File: config.mk
export PLATFORM = sky130hd
export DESIGN_NAME = xml_entity_decoder
export DESIGN_NICKNAME = d
export VERILOG_FILES = /design/src/hdl/xed_pkg.sv /design/src/hdl/xed_front.sv /design/src/hdl/xed_fifo.sv /design/src/hdl/xed_back.sv /design/src/hdl/xml_entity_decoder.sv
export SDC_FILE = /design/constraint.sdc
export NUM_CORES = 1
export LEC_CHECK = 0
export ABC_AREA = 1
export CORE_UTILIZATION = 50
export DETAILED_ROUTE_END_ITERATION = 8
export DONT_BUFFER_PORTS = 1
export PLACE_DENSITY = 0.66
export SLEW_MARGIN = 15
export SYNTH_ARGS = -nofsm -noshare
export SYNTH_HDL_FRONTEND = slang
export SYNTH_SLANG_ARGS = --single-unit
File: constraint.sdc
create_clock -name clk -period 4.34 [get_ports clk]
set_input_delay 0.217 -clock clk [delete_from_list [all_inputs] [get_ports clk]]
set_output_delay 0.217 -clock clk [all_outputs]
set_load 0.05 [all_outputs]
File: src/hdl/xed_pkg.sv
`default_nettype none

package xed_pkg;

	localparam logic [7:0] AMP_CHAR  = 8'h26;
	localparam logic [7:0] SEMI_CHAR = 8'h3B;
	localparam logic [2:0] NAME_MAX  = 3'd4;
	localparam int         NUM_ENT   = 7;
	localparam int         JOB_BYTES = 6;
	localparam int         FIFO_DEPTH = 4;

	// decoder mode, one-hot
	typedef enum logic [2:0] {
		MODE_NORMAL  = 3'b001,
		MODE_COLLECT = 3'b010,
		MODE_PASS    = 3'b100
	} mode_t;

	typedef struct packed {
		logic [7:0] in_char;
		logic       string_last;
	} in_item_t;

	typedef struct packed {
		logic [7:0] out_char;
		logic       run_last;
		logic       string_end;
	} out_item_t;

	// one queued job: the result bytes of one input item
	typedef struct packed {
		logic [JOB_BYTES-1:0][7:0] bytes;
		logic [2:0]                len;
		logic                      str_last;
	} job_t;

	typedef struct packed {
		logic hit;
		logic [7:0] value;
	} ent_hit_t;

	localparam logic [2:0] ENT_LEN [NUM_ENT] = '{3'd3, 3'd2, 3'd2, 3'd4, 3'd4, 3'd4, 3'd3};
	localparam logic [7:0] ENT_TXT [NUM_ENT][4] = '{
		'{"a", "m", "p", 8'h00},
		'{"l", "t", 8'h00, 8'h00},
		'{"g", "t", 8'h00, 8'h00},
		'{"q", "u", "o", "t"},
		'{"a", "p", "o", "s"},
		'{"c", "o", "p", "y"},
		'{"r", "e", "g", 8'h00}
	};
	localparam logic [7:0] ENT_VAL [NUM_ENT] = '{8'h26, 8'h3C, 8'h3E, 8'h22, 8'h27, 8'hA9, 8'hAE};

	// name of cnt bytes against the entity table; only bytes below cnt are compared
	function automatic ent_hit_t entity_lookup(logic [3:0][7:0] name, logic [2:0] cnt);
		ent_hit_t r;
		logic     ok;
		r = '0;
		for (int k = 0; k < NUM_ENT; k++) begin
			ok = (ENT_LEN[k] == cnt);
			for (int j = 0; j < 4; j++) begin
				if ((3'(j) < cnt) && (name[j] != ENT_TXT[k][j]))
					ok = 1'b0;
			end
			if (ok) begin
				r.hit   = 1'b1;
				r.value = ENT_VAL[k];
			end
		end
		return r;
	endfunction

endpackage

`default_nettype wire

File: src/hdl/xed_front.sv
`default_nettype none

module xed_front (
	input  wire logic              clk,
	input  wire logic              arst_n,
	input  wire logic              push,
	input  wire xed_pkg::in_item_t text_byte,
	input  wire logic              q_full,
	output logic                   q_wr,
	output xed_pkg::job_t          q_job
);
	import xed_pkg::*;

	mode_t           mode_q, mode_d;
	logic [2:0]      cnt_q, cnt_d;
	logic [3:0][7:0] buf_q, nb;
	logic            buf_we;
	logic            single;
	logic [7:0]      sval, tail, c;
	logic [2:0]      k;
	logic [2:0]      len;
	logic            accept;
	ent_hit_t        ent;

	assign c      = text_byte.in_char;
	assign accept = push && !q_full;
	assign ent    = entity_lookup(buf_q, cnt_q);

	always_comb begin
		mode_d = mode_q;
		cnt_d  = cnt_q;
		nb     = buf_q;
		buf_we = 1'b0;
		single = 1'b0;
		sval   = c;
		tail   = c;
		k      = 3'd0;
		len    = 3'd0;
		case (mode_q)
			MODE_COLLECT: begin
				if (c == SEMI_CHAR) begin
					if (ent.hit) begin
						single = 1'b1;
						sval   = ent.value;
						len    = 3'd1;
					end else begin
						k    = cnt_q;
						tail = SEMI_CHAR;
						len  = 3'(cnt_q + 3'd2);
					end
					mode_d = MODE_NORMAL;
					cnt_d  = 3'd0;
				end else if (cnt_q < NAME_MAX) begin
					nb[cnt_q[1:0]] = c;
					buf_we = 1'b1;
					cnt_d  = 3'(cnt_q + 3'd1);
					if (text_byte.string_last) begin
						// unterminated name: '&' plus buffered bytes
						k   = 3'(cnt_q + 3'd1);
						len = 3'(cnt_q + 3'd2);
					end
				end else begin
					// name too long: flush and pass through until ';'
					k      = NAME_MAX;
					len    = 3'(JOB_BYTES);
					mode_d = MODE_PASS;
					cnt_d  = 3'd0;
				end
			end
			MODE_PASS: begin
				single = 1'b1;
				len    = 3'd1;
				if (c == SEMI_CHAR)
					mode_d = MODE_NORMAL;
			end
			default: begin
				if (c == AMP_CHAR) begin
					mode_d = MODE_COLLECT;
					cnt_d  = 3'd0;
					if (text_byte.string_last)
						len = 3'd1;
				end else begin
					single = 1'b1;
					len    = 3'd1;
				end
			end
		endcase
		if (text_byte.string_last) begin
			mode_d = MODE_NORMAL;
			cnt_d  = 3'd0;
		end
	end

	// job bytes: a single byte, or '&', k name bytes, then the tail byte
	always_comb begin
		q_job          = '0;
		q_job.bytes[0] = single ? sval : AMP_CHAR;
		for (int i = 1; i < JOB_BYTES - 1; i++)
			q_job.bytes[i] = (3'(i - 1) < k) ? nb[i-1] : tail;
		q_job.bytes[JOB_BYTES-1] = tail;
		q_job.len      = len;
		q_job.str_last = text_byte.string_last;
	end

	assign q_wr = accept && (len != 3'd0);

	always_ff @(posedge clk or negedge arst_n) begin
		if (!arst_n) begin
			mode_q <= MODE_NORMAL;
			cnt_q  <= 3'd0;
		end else if (accept) begin
			mode_q <= mode_d;
			cnt_q  <= cnt_d;
		end
	end

	always_ff @(posedge clk) begin
		if (accept && buf_we)
			buf_q <= nb;
	end

	a_cnt_range: assert property (@(posedge clk) disable iff (!arst_n)
		cnt_q <= NAME_MAX) else $error("name count out of range");
	a_cnt_mode: assert property (@(posedge clk) disable iff (!arst_n)
		mode_q != MODE_COLLECT |-> cnt_q == 3'd0) else $error("stale name count");

endmodule

`default_nettype wire

File: src/hdl/xed_fifo.sv
`default_nettype none

module xed_fifo (
	input  wire logic          clk,
	input  wire logic          arst_n,
	input  wire logic          wr_en,
	input  wire xed_pkg::job_t wr_job,
	output logic               full,
	input  wire logic          rd_en,
	output xed_pkg::job_t      head,
	output logic               head_valid
);
	import xed_pkg::*;

	localparam int PW = $clog2(FIFO_DEPTH);

	job_t          mem_q [FIFO_DEPTH];
	logic [PW-1:0] wr_ptr_q, rd_ptr_q;
	logic [PW:0]   cnt_q;

	assign full       = (cnt_q == (PW+1)'(FIFO_DEPTH));
	assign head_valid = (cnt_q != '0);
	assign head       = mem_q[rd_ptr_q];

	always_ff @(posedge clk or negedge arst_n) begin
		if (!arst_n) begin
			wr_ptr_q <= '0;
			rd_ptr_q <= '0;
			cnt_q    <= '0;
		end else begin
			if (wr_en)
				wr_ptr_q <= PW'(wr_ptr_q + 1'b1);
			if (rd_en)
				rd_ptr_q <= PW'(rd_ptr_q + 1'b1);
			if (wr_en && !rd_en)
				cnt_q <= (PW+1)'(cnt_q + 1'b1);
			else if (rd_en && !wr_en)
				cnt_q <= (PW+1)'(cnt_q - 1'b1);
		end
	end

	always_ff @(posedge clk) begin
		if (wr_en)
			mem_q[wr_ptr_q] <= wr_job;
	end

	a_no_overflow: assert property (@(posedge clk) disable iff (!arst_n)
		wr_en |-> !full) else $error("job queue overflow");
	a_no_underflow: assert property (@(posedge clk) disable iff (!arst_n)
		rd_en |-> head_valid) else $error("job queue underflow");
	a_job_len: assert property (@(posedge clk) disable iff (!arst_n)
		wr_en |-> (wr_job.len != 3'd0) && (wr_job.len <= 3'(JOB_BYTES)))
		else $error("bad job length");

endmodule

`default_nettype wire

File: src/hdl/xed_back.sv
`default_nettype none

module xed_back (
	input  wire logic          clk,
	input  wire logic          arst_n,
	input  wire xed_pkg::job_t head,
	input  wire logic          head_valid,
	output logic               q_rd,
	output xed_pkg::out_item_t dec_byte,
	output logic               empty,
	input  wire logic          pop
);
	import xed_pkg::*;

	logic [2:0] idx_q;
	logic       out_valid_q;
	out_item_t  out_q;
	logic       load, is_last, taken;

	assign taken   = pop && out_valid_q;
	assign load    = head_valid && (!out_valid_q || taken);
	assign is_last = (idx_q == 3'(head.len - 3'd1));
	assign q_rd    = load && is_last;

	always_ff @(posedge clk or negedge arst_n) begin
		if (!arst_n) begin
			idx_q       <= 3'd0;
			out_valid_q <= 1'b0;
		end else begin
			if (load)
				idx_q <= is_last ? 3'd0 : 3'(idx_q + 3'd1);
			if (load)
				out_valid_q <= 1'b1;
			else if (taken)
				out_valid_q <= 1'b0;
		end
	end

	always_ff @(posedge clk) begin
		if (load) begin
			out_q.out_char   <= head.bytes[idx_q];
			out_q.run_last   <= is_last;
			out_q.string_end <= is_last && head.str_last;
		end
	end

	assign dec_byte = out_q;
	assign empty    = !out_valid_q;

	a_idx_range: assert property (@(posedge clk) disable iff (!arst_n)
		head_valid |-> idx_q < head.len) else $error("byte index past job end");

endmodule

`default_nettype wire

File: src/hdl/xml_entity_decoder.sv
// A result goes through the job queue, then the output register. Throughput: one
// item per cycle while not full; one result byte per cycle while pop takes it, so the
// rare flushes of up to six bytes hold the input off through the four-deep job queue.
// Reset (arst_n, asynchronous, active low): normal mode, name count zero,
// job queue and output register empty.
`default_nettype none

module xml_entity_decoder (
	input  wire logic               clk,
	input  wire logic               arst_n,
	input  wire logic               push,
	output logic                    full,
	input  wire xed_pkg::in_item_t  text_byte,
	output logic                    empty,
	input  wire logic               pop,
	output xed_pkg::out_item_t      dec_byte
);
	import xed_pkg::*;

	// front -> queue
	logic q_wr;
	job_t q_job;
	// queue -> back
	job_t head;
	logic head_valid;
	logic q_rd;

	// Front: tracks the decode mode and the name bytes after '&', looks
	// up the entity on ';' and turns each item into one job holding all
	// of its result bytes. Items that yield nothing push no job.
	xed_front u_front (
		.clk       (clk),
		.arst_n    (arst_n),
		.push      (push),
		.text_byte (text_byte),
		.q_full    (full),
		.q_wr      (q_wr),
		.q_job     (q_job)
	);

	// Job queue: decouples classification from byte-wise emission.
	// Its full flag is the input backpressure.
	xed_fifo u_fifo (
		.clk        (clk),
		.arst_n     (arst_n),
		.wr_en      (q_wr),
		.wr_job     (q_job),
		.full       (full),
		.rd_en      (q_rd),
		.head       (head),
		.head_valid (head_valid)
	);

	// Back: walks the head job into the output register, one byte per cycle while
	// it is free or popped, marking the last byte of the job and of the string.
	xed_back u_back (
		.clk        (clk),
		.arst_n     (arst_n),
		.head       (head),
		.head_valid (head_valid),
		.q_rd       (q_rd),
		.dec_byte   (dec_byte),
		.empty      (empty),
		.pop        (pop)
	);

endmodule

`default_nettype wire
==> results.toml, run 1 <==
[synthesis]
yosysWarnings = 0
synth_seq_cells = 267
yosysSeqAreaShare_pct = 65.33
avgSynthCellArea_um2 = 10.88
async_flop_share_pct = 6.367
syn-instance-count = 1116
synth_ff_type = "edfxtp_1"
synth_largest_area_cell = "edfxtp_1"
syn_nets = 1145
synth_edf_count = 250
synth_cell_types = 46
synth_area_leaders = "edfxtp_1 62%, nand2_1 6.3%, o21ai_0 5.9%"
yosysTopAreaCellShare_pct = 61.82
netlist_area_mm2 = 0.01214

[finish]
area_growth_pct = 10.42
mostFrequentLayoutCells = "250 x edfxtp_1, 204 x nand2_1, 144 x nor2_1, 143 x o21ai_0, 66 x inv_1"
n_antenna_cell = 0
drive_gt1_share_pct = 8.370
final_cell_area_mm2 = 0.01341
finalNetCount = 1144
multi_input_area_mm2 = 0.003711
seq_area_mm2 = 0.007935
final_common_cell = "edfxtp_1"
nFillCells = 1976

[setup_path]
critPathArrivalTime_ns = 4.13
cp.required_ns = 4.76
worstSetupEndpointType = "flop"
criticalPathCategory = "flop to flop"
critPathLaunchType = "flop"
path_max_fanout = 7

[power_and_ir_drop]
power_per_cell_area_mw_per_mm2 = 682.9
ir_drop_mv = 0.6019
leakagePower_nw = 4.855

[clocking]
h-tree-depth = 1
clk_latency_ns = 0.54
cts_tree = "done"
path_clk_slew_ns = 0.06
cts_buffers = 28
cts_setup_buffers = 0
root_buffer = "clkbuf_16"
cts.sinks = 267
ctsLongestPathBuffers = 3

[sta]
hold_viol = 0
whs_ns = 0.03377
rsz0062_at_grt = "false"
max_freq_mhz = 269.9
setup_viol = 0
fin_crit_ns = 3.705
tightest_slew_ns = 0.9203
maxSlewViolCount = 0
setup_tns_ns = 0
post-route-period-util_pct = 85.37
slew_headroom_pct = 38.42
fin_ws_ns = 0.6348
finClkSkew_ns = 0.01349

[detailed_routing]
firstDrtPassIters = 5
drt-total-wl_um = 29600
viasPerCell = 5.728
wl_per_cell_um = 20.36
vias = 8328
drc_errors = 0
drt_iter0_markers = 818
ant_nets = 0

[die]
die_height_um = 157.8
num_rows = 56
core_area_mm2 = 0.02361
die_area_mm2 = 0.02492
start_util_pct = 51.43
io_pins = 25
dieWidth_um = 157.8

[global_route]
grt_pass1_vias = 7827
grt_antenna_before_repair = 0
grt-ovfl-total = 0
grtUsageTotal_pct = 24.33
grt_start_max_net_pins = 76
grt_pass1_wl_um = 44750

[place]
dpl-instance-area_mm2 = 0.01249
io_buffers = 0
gp_congestion = 0.8542
dp_hpwl_um = 18200
pre_cts_slack_ns = 0.6545

[hold_path]
hold_path_class = "input port to flop"

[run_status]
outcome = "finished clean"

[job]
maxCapViolCount = 0
[state kept, by name, indices dropped and copies added, names as in the netlist]
signal	count
u_fifo.cnt_q	3
u_front.mode_q	3
u_back.out_valid_q	1
u_back.idx_q	3
u_fifo.mem_q	208
u_back.dec_byte	10
u_front.cnt_q	3
u_fifo.wr_ptr_q	2
u_front.buf_q	32
u_fifo.rd_ptr_q	2
[worst max-delay path, cell delays in order (launching register included)]
cell     delay [ns]
dfrtp_1        0.42
inv_1          0.23
ha_1           0.29
inv_2          0.10
nor2_2         0.15
inv_2          0.07
nand2_1        0.10
inv_2          0.04
nor3_2         0.26
nor2_2         0.10
nand2_4        0.11
nand2_2        0.08
nand3_1        0.09
nand2_1        0.07
nand2_1        0.12
nand2_2        0.19
inv_1          0.11
ha_1           0.14
inv_1          0.07
fa_1           0.43
a21oi_1        0.14
o21ai_0        0.11
xor2_1         0.15
[area by class of cell]
| class | count | share of cell area (%) |
|---|---|---|
| well taps | 319 | 2.977 |
| flip-flops and latches | 267 | 59.18 |
| clock buffers | 37 | 5.477 |
| inverters | 77 | 2.155 |
| repair buffers | 25 | 1.978 |
| clock inverters | 13 | 0.5599 |
| multi-input cells | 716 | 27.68 |
[power by group]
| part | leakage, nW | switching (mW) | internal (mW) | total [mW] |
|---|---|---|---|---|
| combinational | 1.96 | 2.13 | 0.848 | 2.98 |
| clock | 0.392 | 0.948 | 1.19 | 2.13 |
| sequential | 2.50 | 0.424 | 3.62 | 4.05 |
[Yosys cell counts, types with 2 or more instances]
library cell  count
a211oi_1          2
edfxtp_1        250
buf_2             2
inv_2             8
buf_6             2
ha_1             15
a32o_1            2
o211ai_1         20
nand4_1          12
nor3_1            6
nand2_1         204
a21oi_1          18
or2_2             2
inv_1            67
clkinv_1          2
o22ai_1          18
nor2_2            3
a31oi_1           2
o21ai_0         143
a21boi_0          3
xor2_1            7
o21ai_1          21
nand2_4           7
o221ai_1         30
nor2_1          149
dfrtp_1          16
nand3_2           4
nand3_1          29
clkbuf_1         50
nand2_2           6
[per-layer routing]
metal  global-route usage, %  wire length [um]  up-vias
met3                   3.394              2113       53
met4                   8.183               869        0
met2                   39.94             14030      307
met1                   33.28             12590     4021
li1                        -                 -     3947
met5                       0                 0        -
[metrics by stage]
step                instances  util [%]  power (mW)
floorplan                1116         -       6.109
global placement         1393     52.89       6.994
detailed placement       1393     52.89       7.055
CTS                      1454     56.79       9.195
global route             1454     56.79       9.691
finish                   1454     56.79       9.157
[cell families after synthesis]
group,share of synthesized area (%)
AND/OR/NAND/NOR,14.99
flip-flops,65.33
AO/OA/AOI/OAI,12.92
buffers and inverters,4.379
adder cells (fa/ha/maj),1.710
XOR/XNOR,0.5770
multiplexers,0.09272
[timing repair]
item / 4_1_cts / 5_1_grt
gates resized for setup: 0 / 0
hold buffers: 11 / 0
hold endpoints to repair: 98 / 0
[path summary, 6_finish.rpt]
kind,start,end,slack [ns],cells past startpoint
worst min-delay path,text_byte[3],u_fifo.mem_q[2][14],0.03,2
max in group asynchronous,arst_n,u_fifo.rd_ptr_q[0],3.54,1
worst max-delay path,u_front.cnt_q[1],u_fifo.cnt_q[2],0.63,22
min in group asynchronous,arst_n,u_fifo.cnt_q[2],0.22,1
worst min register to register,u_fifo.cnt_q[0],u_fifo.cnt_q[0],0.53,1
worst max register to register,u_front.cnt_q[1],u_fifo.cnt_q[2],0.63,22
Power figures use the tool's default switching activity.
==> run 2: changes to the inputs <==
CTS_BUF_LIST = sky130_fd_sc_hd__clkbuf_4 sky130_fd_sc_hd__clkbuf_8   (was unset)
==> results.toml, run 2 (synthesis gave the netlist of run 1 again) <==
[detailed_routing]
firstDrtPassIters = 6
wl_per_cell_um = 20.05
vias = 8468
viasPerCell = 5.699
ant_nets = 0
drt-total-wl_um = 29800
drt_iter0_markers = 824
drc_errors = 0

[finish]
seq_area_mm2 = 0.007935
final_common_cell = "edfxtp_1"
regMostFlops = "u_fifo.mem_q"
drive_gt1_share_pct = 11.57
area_growth_pct = 11.32
multi_input_area_mm2 = 0.003711
mostFrequentLayoutCells = "250 x edfxtp_1, 204 x nand2_1, 144 x nor2_1, 143 x o21ai_0, 66 x inv_1"
largest_reg_flops = 208
nFillCells = 1979
finalNetCount = 1160
n_antenna_cell = 0

[sta]
fin_ws_ns = 0.6142
tightest_slew_ns = 0.9202
setup_viol = 0
slew_headroom_pct = 38.42
fin_crit_ns = 3.726
hold_viol = 0
post-route-period-util_pct = 85.85
finClkSkew_ns = 0.02625
maxSlewViolCount = 0
rsz0062_at_grt = "false"
max_freq_mhz = 268.4

[die]
dieWidth_um = 157.8
num_rows = 56
io_pins = 25
core_area_mm2 = 0.02361
die_area_mm2 = 0.02492
start_util_pct = 51.43
die_height_um = 157.8

[power_and_ir_drop]
ir_drop_mv = 0.6073
leakagePower_nw = 4.957
power_per_cell_area_mw_per_mm2 = 687.8
total_power_mw = 9.299

[clocking]
cts_setup_buffers = 0
cts_tree = "done"
cts.sinks = 267
h-tree-depth = 2
path_clk_slew_ns = 0.06
clk_latency_ns = 0.55
root_buffer = "clkbuf_8"
cts_buffers = 44
ctsLongestPathBuffers = 3

[global_route]
grt_antenna_before_repair = 0
grtUsageTotal_pct = 24.48
grt_pass1_vias = 7913
grt-ovfl-total = 0
grt_start_max_net_pins = 76
grt_pass1_wl_um = 45000

[job]
maxCapViolCount = 0

[setup_path]
path_max_fanout = 7
criticalPathCategory = "flop to flop"
worstSetupEndpointType = "flop"
rr_worst_depth = 22
cp.required_ns = 4.75
r2r-end = "u_fifo.cnt_q[2]"
critPathArrivalTime_ns = 4.13
critPathLaunchType = "flop"
rr_startpoint = "u_front.cnt_q[1]"
rrSetupSlack_ns = 0.61

[place]
io_buffers = 0
gp_congestion = 0.8542
dp_hpwl_um = 18200
pre_cts_slack_ns = 0.6545

[hold_path]
hold_path_class = "input port to flop"
min_path_cells = 2
holdPathEnd = "u_fifo.mem_q[2][14]"
hold_start = "text_byte[3]"

[run_status]
outcome = "finished clean"
[run 2: cell types whose count changed in the layout (fill, tap and decap cells not counted), moves of 2 or more]
| cell | delta |
|---|---|
| clkbuf_4 | +21 |
| bufinv_16 | +2 |
| clkbuf_1 | -9 |
| clkbuf_16 | -28 |
| clkbuf_8 | +47 |
[run 2: where the power goes]
group          switching [mW]  leakage, nW  internal (mW)
clock                   0.969        0.494           1.30
combinational            2.13         1.96          0.848
sequential              0.425         2.50           3.62
[run 2: layout make-up]
class | count | share of cell area, %
Sequential cell | 267 | 58.70
Multi-Input combinational cell | 716 | 27.45
Clock buffer | 68 | 5.951
Tap cell | 319 | 2.952
Inverter | 77 | 2.138
Timing Repair Buffer | 25 | 1.962
Clock inverter | 14 | 0.8515
[run 2: worst max-delay path by stage]
| stage | start | endpoint | slack [ns] | depth (start not counted) |
|---|---|---|---|---|
| after floorplan | u_front.cnt_q[1] | u_fifo.mem_q[0][0] | -0.28 | 18 |
| after global placement | u_front.cnt_q[1] | u_fifo.cnt_q[2] | 0.82 | 24 |
| after detailed placement | u_front.cnt_q[1] | u_fifo.cnt_q[2] | 0.65 | 22 |
| after CTS | u_front.cnt_q[1] | u_fifo.cnt_q[2] | 0.61 | 22 |
| after global routing | u_front.cnt_q[1] | u_fifo.cnt_q[2] | 0.32 | 24 |
| final | u_front.cnt_q[1] | u_fifo.cnt_q[2] | 0.61 | 22 |
[run 2: worst max-delay path, cell delays in order (launching register included)]
cell,delay (ns)
dfrtp_1,0.42
inv_1,0.23
ha_1,0.29
inv_2,0.10
nor2_2,0.15
inv_2,0.07
nand2_1,0.10
inv_2,0.04
nor3_2,0.26
nor2_2,0.10
nand2_4,0.11
nand2_2,0.08
nand3_1,0.09
nand2_1,0.08
nand2_1,0.12
nand2_2,0.18
inv_1,0.11
ha_1,0.14
inv_1,0.07
fa_1,0.43
a21oi_1,0.14
o21ai_0,0.11
xor2_1,0.15
[run 2: repair_timing]
item	4_1_cts	5_1_grt
resized for setup	0	0
endpoints found under the hold margin	97	0
hold buffers	11	0
[run 2: stage by stage]
| step | instances | area [um^2] | util [%] | hold slack, ns | setup TNS, ns |
|---|---|---|---|---|---|
| 2_1_floorplan | 1116 | 12140 | - | -0.07859 | -57.97 |
| 3_3_place_gp | 1393 | 12490 | 52.89 | -0.07784 | 0 |
| 3_5_place_dp | 1393 | 12490 | 52.89 | -0.07796 | 0 |
| 4_1_cts | 1486 | 13520 | 57.25 | 0.01824 | 0 |
| 5_1_grt | 1486 | 13520 | 57.25 | 0.03105 | 0 |
| 6_report | 1486 | 13520 | 57.25 | 0.04876 | 0 |
[run 2: routing by layer]
layer  part of all wire, %  up-vias  GRT usage [%]
met4                   2.9        0          8.414
met1                    42     4062          33.09
met2                    47      345          39.77
met3                   7.6       63          4.435
met5                     0        -              0
li1                      -     3998              -
